## src/rtl/cse_pkg.sv

```systemverilog
package cse_pkg;

  // Index field of a queued job; wide enough for the largest supported table.
  localparam int IDX_W = 10;

  // Configuration address width: one register, one spare word above it.
  localparam int ADDR_W = 3;

  // Register index as decoded from the word address bit.
  localparam logic REG_SEG_COUNT = 1'b0;

  localparam logic OP_LOAD = 1'b0;
  localparam logic OP_EVAL = 1'b1;

  localparam logic [2:0] ORD_VALUE = 3'd0;
  localparam logic [2:0] ORD_D1    = 3'd1;
  localparam logic [2:0] ORD_D2    = 3'd2;
  localparam logic [2:0] ORD_D3    = 3'd3;

  localparam logic signed [63:0] SAT_MAX = 64'sh7FFF_FFFF_FFFF_FFFF;
  localparam logic signed [63:0] SAT_MIN = 64'sh8000_0000_0000_0000;

  typedef struct packed {
    logic               opcode;
    logic [6:0]         entry_index;
    logic signed [31:0] knot_position;
    logic signed [47:0] cubic_coeff;
    logic signed [47:0] square_coeff;
    logic signed [47:0] linear_coeff;
    logic signed [47:0] constant_coeff;
    logic signed [31:0] eval_position;
    logic [2:0]         deriv_order;
  } cse_in_t;

  typedef struct packed {
    logic signed [63:0] result_value;
    logic [5:0]         segment_used;
    logic               saturated;
  } cse_out_t;

  // Work handed from the knot search to the evaluation engine.
  typedef struct packed {
    logic               is_eval;
    logic [IDX_W-1:0]   index;
    logic signed [31:0] position;
    logic [2:0]         deriv_order;
    logic signed [47:0] cubic_coeff;
    logic signed [47:0] square_coeff;
    logic signed [47:0] linear_coeff;
    logic signed [47:0] constant_coeff;
  } cse_job_t;

endpackage

```

## src/rtl/cse_queue.sv

```systemverilog
module cse_queue (
  input  logic              clk,
  input  logic              rst,
  input  logic              push,
  input  cse_pkg::cse_job_t push_job,
  output logic              full,
  input  logic              pop,
  output cse_pkg::cse_job_t pop_job,
  output logic              empty
);
  import cse_pkg::*;

  localparam int DEPTH = 2;
  localparam int PW    = $clog2(DEPTH);
  localparam int CW    = $clog2(DEPTH + 1);

  cse_job_t      slots [DEPTH];
  logic [PW-1:0] wr_ptr;
  logic [PW-1:0] rd_ptr;
  logic [CW-1:0] count;
  logic          do_push;
  logic          do_pop;

  assign full    = (count == CW'(DEPTH));
  assign empty   = (count == '0);
  assign do_push = push && !full;
  assign do_pop  = pop && !empty;
  assign pop_job = slots[rd_ptr];

  always_ff @(posedge clk) begin
    if (do_push) begin
      slots[wr_ptr] <= push_job;
    end
  end

  always_ff @(posedge clk) begin
    if (rst) begin
      wr_ptr <= '0;
      rd_ptr <= '0;
      count  <= '0;
    end else begin
      if (do_push) begin
        wr_ptr <= wr_ptr + PW'(1);
      end
      if (do_pop) begin
        rd_ptr <= rd_ptr + PW'(1);
      end
      if (do_push && !do_pop) begin
        count <= count + CW'(1);
      end else if (do_pop && !do_push) begin
        count <= count - CW'(1);
      end
    end
  end

endmodule

```

## config.mk

```make
export PLATFORM = sky130hd
export DESIGN_NAME = cse_queue
export DESIGN_NICKNAME = d
export VERILOG_FILES = /design/src/rtl/cse_pkg.sv /design/src/rtl/cse_queue.sv
export SDC_FILE = /design/constraint.sdc
export NUM_CORES = 1
export LEC_CHECK = 0
export BUFFER_PORTS_ARGS = -buffer_cell sky130_fd_sc_hd__buf_2
export CELL_PAD_IN_SITES_DETAIL_PLACEMENT = 0
export CELL_PAD_IN_SITES_GLOBAL_PLACEMENT = 2
export CORE_MARGIN = 2
export CORE_UTILIZATION = 38
export DETAILED_ROUTE_END_ITERATION = 12
export PLACE_DENSITY = 0.8
export SETUP_SLACK_MARGIN = 0.05
export SLEW_MARGIN = 20
export SYNTH_ARGS = -nofsm -noshare
export SYNTH_HDL_FRONTEND = slang
export SYNTH_SLANG_ARGS = --single-unit
```

## constraint.sdc

```tcl
create_clock -name clk -period 7.8 [get_ports clk]
set_input_delay 0 -clock clk [delete_from_list [all_inputs] [get_ports clk]]
set_output_delay 0 -clock clk [all_outputs]
set_load 0.02 [all_outputs]
```

==> results.json <==
{
  "synthCells": 765,
  "clock-sinks": 481,
  "min_delay_path_depth": 2,
  "combPwrFrac_pct": 27.4,
  "swShare_pct": 29.8,
  "initial_core_util_pct": 38.5,
  "grt_max_degree": 143,
  "skew_ns": 0.0132,
  "htreeDepth": 2,
  "layoutNonFillerInstCount": 2161,
  "r2r-end": "slots[0][166]",
  "final_net_count": 1763,
  "min_period_ns": 2.83,
  "area_delta_synth_final_pct": 39.8,
  "critical_path_arrival_ns": 2.83,
  "max-slew-margin-rel_pct": 33.0,
  "p_leak_nw": 9.13,
  "clock_latency_ns": 0.57,
  "drv_slew": 0,
  "crit_path_end_kind": "output port",
  "clk_path_buf_depth": 3,
  "rows": 78,
  "dieHeight_um": 218,
  "crit_path_top_delay_cell": "buf_4",
  "ys_seq_area_share_pct": 82.4,
  "power.internal_mw": 5.42,
  "dieArea_um2": 47700,
  "tightest_slew_ns": 1.00,
  "clkTransAtPathRegs_ns": 0.06,
  "synth_area_um2": 17500,
  "die_w_um": 218,
  "crit_fanout": 66,
  "grt_overflow": 0,
  "first_iter_violations": 409,
  "worstPathCellList": "buf_4 > mux2_2 > buf_2",
  "io-pin-count": 482,
  "min_path_type": "primary input to flip-flop",
  "r2r_slack_ns": 5.06,
  "crit_type": "flip-flop to output port",
  "status": "finished, final reports clean",
  "wl_per_cell_um": 18.1,
  "yosysWarnings": 0,
  "fillers": 3620,
  "fmax_ghz": 0.354,
  "ys_ff_latch": 481,
  "totalNegativeSetupSlack_ns": 0,
  "grt_pass1_wl_um": 57000,
  "vias": 9906,
  "netSwitchingPower_mw": 2.31,
  "synth_cell_type_count": 14,
  "syn_avg_cell_area_um2": 22.8,
  "hold_viol": 0,
  "endpoint": "pop_job[94]",
  "critPathLaunchType": "flip-flop",
  "routed_wl_um": 39100,
  "multiInputGateArea_um2": 2790,
  "cts_root_buf": "clkbuf_16",
  "viasPerCell": 4.58,
  "fin_crit_sh_pct": 36.2,
  "peakVddDrop_mv": 0.231,
  "ant_nets": 0,
  "cts_setup_buffers": 0,
  "dp_hpwl_um": 24500,
  "layout_commonest_cell": "buf_2",
  "setup_viol": 0,
  "layout_common_cells": "buf_2 (481), edfxtp_1 (476), dlygate4sd3_1 (242), mux2_2 (238), clkbuf_16 (51)",
  "max_stage_delay_ns": 0.82,
  "cp.required_ns": 7.80,
  "pwr-share-seq_pct": 43.4,
  "post_cts_resized": 0,
  "antenna_found_initial": 1,
  "grt_pass1_vias": 10400,
  "cts_tree": "yes",
  "post-route-drc-count": 0,
  "routabilityCongestion": 0.758,
  "dp.cells": 1826,
  "cts_made_buffers": 49,
  "reg2reg_from": "count[0]",
  "port_buffers": 481,
  "reg2reg_depth": 5,
  "powerDensity_nw_per_um2": 316,
  "final-seq-area_um2": 14400,
  "rsz0062_at_grt": "no",
  "core-area_um2": 45400,
  "drive_above_1_share_pct": 51.1,
  "clkPwrFrac_pct": 29.3,
  "synthesis.nets": 1008,
  "groute.usage.overall_pct": 15.6,
  "dr.pass1.iters": 4,
  "drv_cap": 0
}
-- layer usage --
layer  vias up  global-route usage, %  share of wire (%)
met5         -                      0                  0
met4         0                   7.39                3.7
met3        91                   4.27                6.9
met2       325                   27.1                 51
met1      4911                   17.7                 38
li1       4579                      -                  -
-- cells in the mapped netlist --
cell / number / area share, %
a21oi_1: 2 / 0.057
buf_6: 25 / 1.6
edfxtp_1: 476 / 82
o21ai_0: 3 / 0.086
buf_2: 1 / 0.029
ha_1: 1 / 0.072
dfxtp_1: 5 / 0.57
nor2b_2: 1 / 0.050
mux2_2: 238 / 15
and2_1: 1 / 0.036
nor2_1: 5 / 0.11
xor2_1: 3 / 0.15
inv_1: 2 / 0.043
or3_1: 2 / 0.072
-- critical path, delay by kind of cell (launching register included) --
family	cells	cell delay, ns
multiplexers	1	0.44
buffers and inverters	2	0.99
flip-flops	1	0.77
-- kinds of logic after synthesis --
kind of cell | count (synthesis) | synth area share, %
AO/OA/AOI/OAI | 5 | 0.143
XOR/XNOR | 3 | 0.150
adder cells (fa/ha/maj) | 1 | 0.0716
buffers and inverters | 28 | 1.68
flip-flops | 481 | 82.4
multiplexers | 238 | 15.3
AND/OR/NAND/NOR | 9 | 0.265
-- worst min-delay path by stage --
stage / endpoint / from
after floorplan: count[1] / rst
final: slots[0][116] / push_job[116]
after detailed placement: slots[0][46] / push_job[46]
after global routing: slots[1][124] / push_job[124]
after global placement: slots[1][215] / push_job[215]
after CTS: slots[0][6] / push_job[6]
-- through the flow --
step / hold WS (ns) / util [%] / area (µm²) / setup WS [ns] / total power, mW
5_1_grt: 0.125 / 53.9 / 24400 / 4.78 / 8.03
3_3_place_gp: 0.187 / 45.0 / 20400 / 4.76 / 5.41
2_1_floorplan: 0.0691 / - / 17500 / 1.09 / 4.88
6_report: 0.148 / 53.9 / 24400 / 4.97 / 7.72
4_1_cts: 0.105 / 53.8 / 24400 / 4.71 / 7.81
3_5_place_dp: 0.191 / 45.0 / 20400 / 4.73 / 5.43
-- registers in the layout, summed over array words and instances (netlist names), named ones only --
| name | cells |
|---|---|
| slots | 476 |
| count | 2 |
| rd_ptr | 1 |
| wr_ptr | 1 |
-- power by group through the flow --
stage	Sequential (mW)	Clock (mW)	Combinational, mW
floorplan	3.44	0	1.44
global placement	3.39	0	2.02
detailed placement	3.41	0	2.02
CTS	3.36	2.32	2.14
global route	3.38	2.41	2.24
finish	3.35	2.26	2.11
-- final cells by class --
class,instances,share of cell area (%)
antenna,2,0.0205
clock buffer,62,5.39
clock inverter,28,0.967
inverter,2,0.0614
multi-input combinational,256,11.4
sequential,481,58.9
tap,600,3.07
timing repair buffer,730,20.2
-- what timing repair did --
| action | 4_1_cts | 5_1_grt |
|---|---|---|
| hold buffers | 242 | 0 |
| setup endpoints to repair | 0 | 0 |
| hold endpoints to repair | 481 | 0 |
No activity file was read; power rests on OpenSTA's default activity.
