==> src/rtl/cse_pkg.sv <==
package cse_pkg;

  // Index field of a queued job; wide enough for the largest supported table.
  localparam int IDX_W = 10;

  // Configuration address width: one register, one spare word above it.
  localparam int ADDR_W = 3;

  // Register index as decoded from the word address bit.
  localparam logic REG_SEG_COUNT = 1'b0;

  localparam logic OP_LOAD = 1'b0;
  localparam logic OP_EVAL = 1'b1;

  localparam logic [2:0] ORD_VALUE = 3'd0;
  localparam logic [2:0] ORD_D1    = 3'd1;
  localparam logic [2:0] ORD_D2    = 3'd2;
  localparam logic [2:0] ORD_D3    = 3'd3;

  localparam logic signed [63:0] SAT_MAX = 64'sh7FFF_FFFF_FFFF_FFFF;
  localparam logic signed [63:0] SAT_MIN = 64'sh8000_0000_0000_0000;

  typedef struct packed {
    logic               opcode;
    logic [6:0]         entry_index;
    logic signed [31:0] knot_position;
    logic signed [47:0] cubic_coeff;
    logic signed [47:0] square_coeff;
    logic signed [47:0] linear_coeff;
    logic signed [47:0] constant_coeff;
    logic signed [31:0] eval_position;
    logic [2:0]         deriv_order;
  } cse_in_t;

  typedef struct packed {
    logic signed [63:0] result_value;
    logic [5:0]         segment_used;
    logic               saturated;
  } cse_out_t;

  // Work handed from the knot search to the evaluation engine.
  typedef struct packed {
    logic               is_eval;
    logic [IDX_W-1:0]   index;
    logic signed [31:0] position;
    logic [2:0]         deriv_order;
    logic signed [47:0] cubic_coeff;
    logic signed [47:0] square_coeff;
    logic signed [47:0] linear_coeff;
    logic signed [47:0] constant_coeff;
  } cse_job_t;

endpackage

==> src/rtl/cse_front.sv <==
module cse_front #(
  parameter int MAX_SEGMENTS = 64
) (
  input  logic              clk,
  input  logic              rst,
  input  logic              start,
  input  cse_pkg::cse_in_t  cmd,
  output logic              busy,
  input  logic [6:0]        seg_count,
  output logic              job_push,
  output cse_pkg::cse_job_t job,
  input  logic              job_full
);
  import cse_pkg::*;

  localparam int KW = $clog2(MAX_SEGMENTS + 1);
  localparam int SW = $clog2(MAX_SEGMENTS);

  localparam logic [1:0] S_IDLE   = 2'd0;
  localparam logic [1:0] S_SEARCH = 2'd1;
  localparam logic [1:0] S_PUSH   = 2'd2;

  logic [1:0]         state;
  logic [31:0]        cnt_ext;
  logic [31:0]        n_ext;
  logic [31:0]        idx_ext;
  logic [KW-1:0]      n;
  logic               accept;
  logic               knot_we;
  logic               coef_we;
  logic signed [31:0] knot_mem [MAX_SEGMENTS + 1];
  logic signed [31:0] knot_q;
  logic [KW-1:0]      addr;
  logic [KW-1:0]      chk_idx;
  logic               chk_vld;
  logic               hit;
  logic               last;
  logic [SW-1:0]      found_seg;
  cse_job_t           job_q;

  // Effective segment count: zero acts as one, the top is clamped to the table.
  always_comb begin
    cnt_ext = 32'(seg_count);
    if (cnt_ext == 32'd0) begin
      n_ext = 32'd1;
    end else if (cnt_ext > 32'(MAX_SEGMENTS)) begin
      n_ext = 32'(MAX_SEGMENTS);
    end else begin
      n_ext = cnt_ext;
    end
    n = KW'(n_ext);
  end

  assign accept  = start && (state == S_IDLE);
  assign busy    = (state != S_IDLE);
  assign idx_ext = 32'(cmd.entry_index);
  assign knot_we = accept && (cmd.opcode == OP_LOAD) && (idx_ext <= 32'(MAX_SEGMENTS));
  assign coef_we = accept && (cmd.opcode == OP_LOAD) && (idx_ext < 32'(MAX_SEGMENTS))
                   && (idx_ext != n_ext);

  // The scan stops at the first knot above the point; with unsorted knots
  // that first hit still defines the segment.
  assign hit  = chk_vld && ($signed(knot_q) > $signed(job_q.position));
  assign last = chk_vld && (chk_idx == n);

  always_comb begin
    if (hit) begin
      found_seg = (chk_idx == '0) ? '0 : SW'(chk_idx - KW'(1));
    end else begin
      found_seg = SW'(n - KW'(1));
    end
  end

  always_ff @(posedge clk) begin
    if (knot_we) begin
      knot_mem[KW'(cmd.entry_index)] <= cmd.knot_position;
    end
    if (state == S_SEARCH) begin
      knot_q <= knot_mem[addr];
    end
  end

  always_ff @(posedge clk) begin
    if (rst) begin
      state   <= S_IDLE;
      addr    <= '0;
      chk_idx <= '0;
      chk_vld <= 1'b0;
    end else begin
      case (state)
        S_IDLE: begin
          if (accept) begin
            addr    <= '0;
            chk_vld <= 1'b0;
            if (cmd.opcode == OP_EVAL) begin
              state <= S_SEARCH;
            end else if (coef_we) begin
              state <= S_PUSH;
            end
          end
        end
        S_SEARCH: begin
          chk_idx <= addr;
          chk_vld <= !(hit || last);
          if (addr != n) begin
            addr <= addr + KW'(1);
          end
          if (hit || last) begin
            state <= S_PUSH;
          end
        end
        S_PUSH: begin
          if (!job_full) begin
            state <= S_IDLE;
          end
        end
        default: begin
          state <= S_IDLE;
        end
      endcase
    end
  end

  always_ff @(posedge clk) begin
    if (accept) begin
      job_q.is_eval        <= (cmd.opcode == OP_EVAL);
      job_q.index          <= IDX_W'(cmd.entry_index);
      job_q.position       <= cmd.eval_position;
      job_q.deriv_order    <= cmd.deriv_order;
      job_q.cubic_coeff    <= cmd.cubic_coeff;
      job_q.square_coeff   <= cmd.square_coeff;
      job_q.linear_coeff   <= cmd.linear_coeff;
      job_q.constant_coeff <= cmd.constant_coeff;
    end else if ((state == S_SEARCH) && (hit || last)) begin
      job_q.index <= IDX_W'(found_seg);
    end
  end

  assign job_push = (state == S_PUSH) && !job_full;
  assign job      = job_q;

endmodule

==> config.mk <==
export PLATFORM = sky130hd
export DESIGN_NAME = cse_front
export DESIGN_NICKNAME = d
export VERILOG_FILES = /design/src/rtl/cse_pkg.sv /design/src/rtl/cse_front.sv
export SDC_FILE = /design/constraint.sdc
export NUM_CORES = 2
export LEC_CHECK = 0
export BUFFER_PORTS_ARGS = -buffer_cell sky130_fd_sc_hd__buf_2
export CORE_AREA = 5 5 553 555
export DETAILED_ROUTE_END_ITERATION = 8
export DIE_AREA = 0 0 558 560
export GPL_TIMING_DRIVEN = 0
export PLACE_DENSITY_LB_ADDON = 0.3
export SKIP_CTS_REPAIR_TIMING = 1
export SYNTH_ARGS = -nofsm -noshare
export SYNTH_HDL_FRONTEND = slang
export SYNTH_SLANG_ARGS = --single-unit
==> constraint.sdc <==
create_clock -name clk -period 8.8 [get_ports clk]
set_clock_uncertainty 0.05 [all_clocks]
set_input_delay 1.32 -clock clk [delete_from_list [all_inputs] [get_ports clk]]
set_output_delay 1.32 -clock clk [all_outputs]
set_load 0.05 [all_outputs]
==> metrics.md <==
| Metric | Value |
|---|---|
| Initial antenna violation count | `71` |
| Count leader, synth | `edfxtp_1` |
| Yosys top cell area share | `0.788` |
| Synth cell types | `58` |
| Die H | `560 um` |
| Critical path class | `reg2reg` |
| Final setup fails | `0` |
| Iter 0 DRT Violations | `5076` |
| Commonest cells post-synth | `2347 x edfxtp_1, 665 x mux4_2, 95 x nor2_1` |
| Seq/Total Area, Yosys | `0.791` |
| Antenna viol nets, final | `0` |
| Leading area contributor after synthesis | `edfxtp_1` |
| Placed Area | `99200 um^2` |
| LEAKAGE | `32.8 nW` |
| Worst EP arrival | `5.68 ns` |
| Pre-antenna DRT Iters | `6` |
| Initial Util | `0.297` |
| Register Area | `70800 um^2` |
| Layout cells sized above 1 | `0.371` |
| Largest net degree at the start of global routing | `71` |
| Fillers | `27600` |
| Post-Route WL | `279 mm` |
| Final number of hold-violating endpoints | `0` |
| Unrepaired setup endpoints after global routing | `no` |
| Clk_lat worst skew | `0.93 ns` |
| Sequential group share of total power | `0.535` |
| Core Box Area | `301000 um^2` |
| Post-layout minimum cycle time | `5.14 ns` |
| I/O Buffers | `509` |
| Rows | `202` |
| Reg clk slew, reported paths | `0.07 ns` |
| Status | `complete, no violations` |
| Grt ovf | `0` |
| Dominant synthesized flop cell | `edfxtp_1` |
| Ys async rst share | `0` |
| Number of global-route vias before repair | `44600` |
| DRC Markers | `0` |
| Synth Register Bits | `2364` |
| Io pins | `518` |
| RR Startpoint | `addr[1]` |
| Clock network power share | `0.418` |
| Sw Pwr | `5.18 mW` |
| HP Start | `knot_mem[64][17]` |
| Switching portion of total power | `0.221` |
| Total Power | `23.5 mW` |
| Slew HR | `0.0459` |
| First-pass GRT wire length | `379 mm` |
| WHS Path Cells | `1` |
| Synthesized cell area | `89500 um^2` |
| TNS Setup | `0 ns` |
| Clk buf depth | `4` |
| Crit path capture type | `flop` |
| Syn. warnings | `0` |
| Largest cells by area after synthesis | `edfxtp_1 79%, mux4_2 17%, ha_1 0.49%` |
| Crit Path Max Fanout | `10` |
| Post-synth EDFFs | `2347` |
| Die W | `558 um` |
| Die ar. | `312000 um^2` |
| Worst slew pin tran | `1.43 ns` |
| Gr usage total | `0.174` |
| Hold Crit Class | `reg2reg` |
| TritonCTS clock tree | `yes` |
| CTS Buf Count | `241` |
| Worst Reg2Reg Path Length in Cells | `11` |
| DP Wirelength | `193 mm` |
| FF-to-FF End | `knot_q[0]` |
| Syn-to-layout area delta | `19.3%` |
| Startpoint types | `flop` |
| Max Slew Vio Count | `0` |
| Vias | `44200` |
| Pwr dens | `220 nW/um^2` |
| Gpl congestion | `0.836` |
| Crit path required time | `9.34 ns` |
| Final Util | `0.355` |
| Comb pwr share | `0.047` |
| Root buffer cell | `clkbuf_16` |
| Post-Layout Inst Area | `107000 um^2` |
| Final nets | `4823` |
| Final Cycle Share | `0.584` |
| Avg Cell Area, Syn | `24.4 um^2` |
| VDD IR max | `0.182 mV` |
| Cells after Synth | `3674` |
| H-tree Lvls | `4` |
| Area of the multi-input gates | `18200 um^2` |
| Hold path endpoint | `knot_q[17]` |
| WL/cell | `32.1 um` |
| Cell Int Power | `18.3 mW` |
| Setup slack, reg-to-reg | `3.66 ns` |
| CTS Sinks | `2364` |
| Fmax | `195 MHz` |
| Drt via density | `5.08` |
| Max-cap viol count | `0` |
[final cells by class]
cell class / instances / share of cell area
Clock inverter: 131 / 0.0102
Antenna cell: 20 / 0.000469
Timing Repair Buffer: 591 / 0.0402
Buffer: 182 / 0.00778
Sequential cell: 2364 / 0.664
Multi-Input combinational cell: 1083 / 0.170
Tap cell: 3978 / 0.0466
Clock buffer: 304 / 0.0594
Inverter: 47 / 0.00166
[power by group through the flow]
stage                     sequential (mW)  clock, mW  combinational [mW]
after CTS                            12.6       10.0                1.12
after floorplan                      13.1          0               0.291
after detailed placement             12.8          0                1.12
final                                12.6       9.81                1.11
after global placement               12.9          0                1.08
after global routing                 12.6       10.5                1.16
[metrics by stage]
stage          setup WS [ns]  instances  hold WS, ns
2_1_floorplan          0.165       3676        0.393
3_3_place_gp           -3.66       8163        0.439
3_5_place_dp            3.51       8243        0.448
4_1_cts                 3.69       8678        0.414
5_1_grt                 3.51       8686        0.432
6_report                3.66       8700        0.426
[cells in the final DEF (no fill, tap or decap), drive strengths merged, types with 17 or more instances in the layout]
cell type	netlist	final
a21oi	34	34
nand2	51	51
inv	46	49
diode	0	20
ha	35	35
mux2	25	25
edfxtp	2347	2347
mux4	665	665
clkbuf	87	391
nor2	95	95
dfxtp	17	17
clkinv	1	105
buf	95	686
[worst max-delay path, cell delays in order (launching register included)]
cell and delay (ns):
dfxtp_1 0.51, clkbuf_1 0.23, buf_2 0.39, buf_2 0.51
buf_2 0.51, buf_1 0.92, mux4_2 0.43, mux4_2 0.49
mux2i_1 0.31, nand2_1 0.11, mux2i_1 0.20, a21oi_1 0.11
[flip-flops by register name, summed over array words and instances, names as in the netlist]
| name | cells |
|---|---|
| chk_vld | 1 |
| state | 2 |
| job | 235 |
| knot_q | 32 |
| chk_idx | 7 |
| knot_mem | 2080 |
| addr | 7 |
[worst max-delay path by stage]
| stage | start | slack, ns | to |
|---|---|---|---|
| 3_5_place_dp | cmd[261] | 3.51 | knot_mem[34][14] |
| 5_1_grt | addr[1] | 3.51 | knot_q[7] |
| 4_1_cts | addr[1] | 3.69 | knot_q[0] |
| 3_3_place_gp | start | -3.66 | job[231] |
| 6_report | addr[1] | 3.66 | knot_q[0] |
| 2_1_floorplan | start | 0.16 | job[233] |
[cell families (layout without fill, tap and decap cells)]
logic type | Yosys count | count (layout) | share of synthesized area
compound gates | 94 | 94 | 0.00678
xor+xnor | 17 | 17 | 0.00166
fa+ha+maj | 35 | 35 | 0.00489
buf+inv | 229 | 1255 | 0.0112
flops | 2364 | 2364 | 0.791
mux | 706 | 706 | 0.172
other cells | 1 | 23 | 0.0000419
simple gates | 228 | 228 | 0.0118
[routing by layer]
metal  track usage  routed length (um)  vias to the layer above
met5             0                 264                        -
met2         0.292              138000                     1939
met1         0.228              110000                    24300
met3        0.0338               20900                      458
met4        0.0576                9900                       42
li1              -                   -                    17500
(Power assumes the default switching activity.)
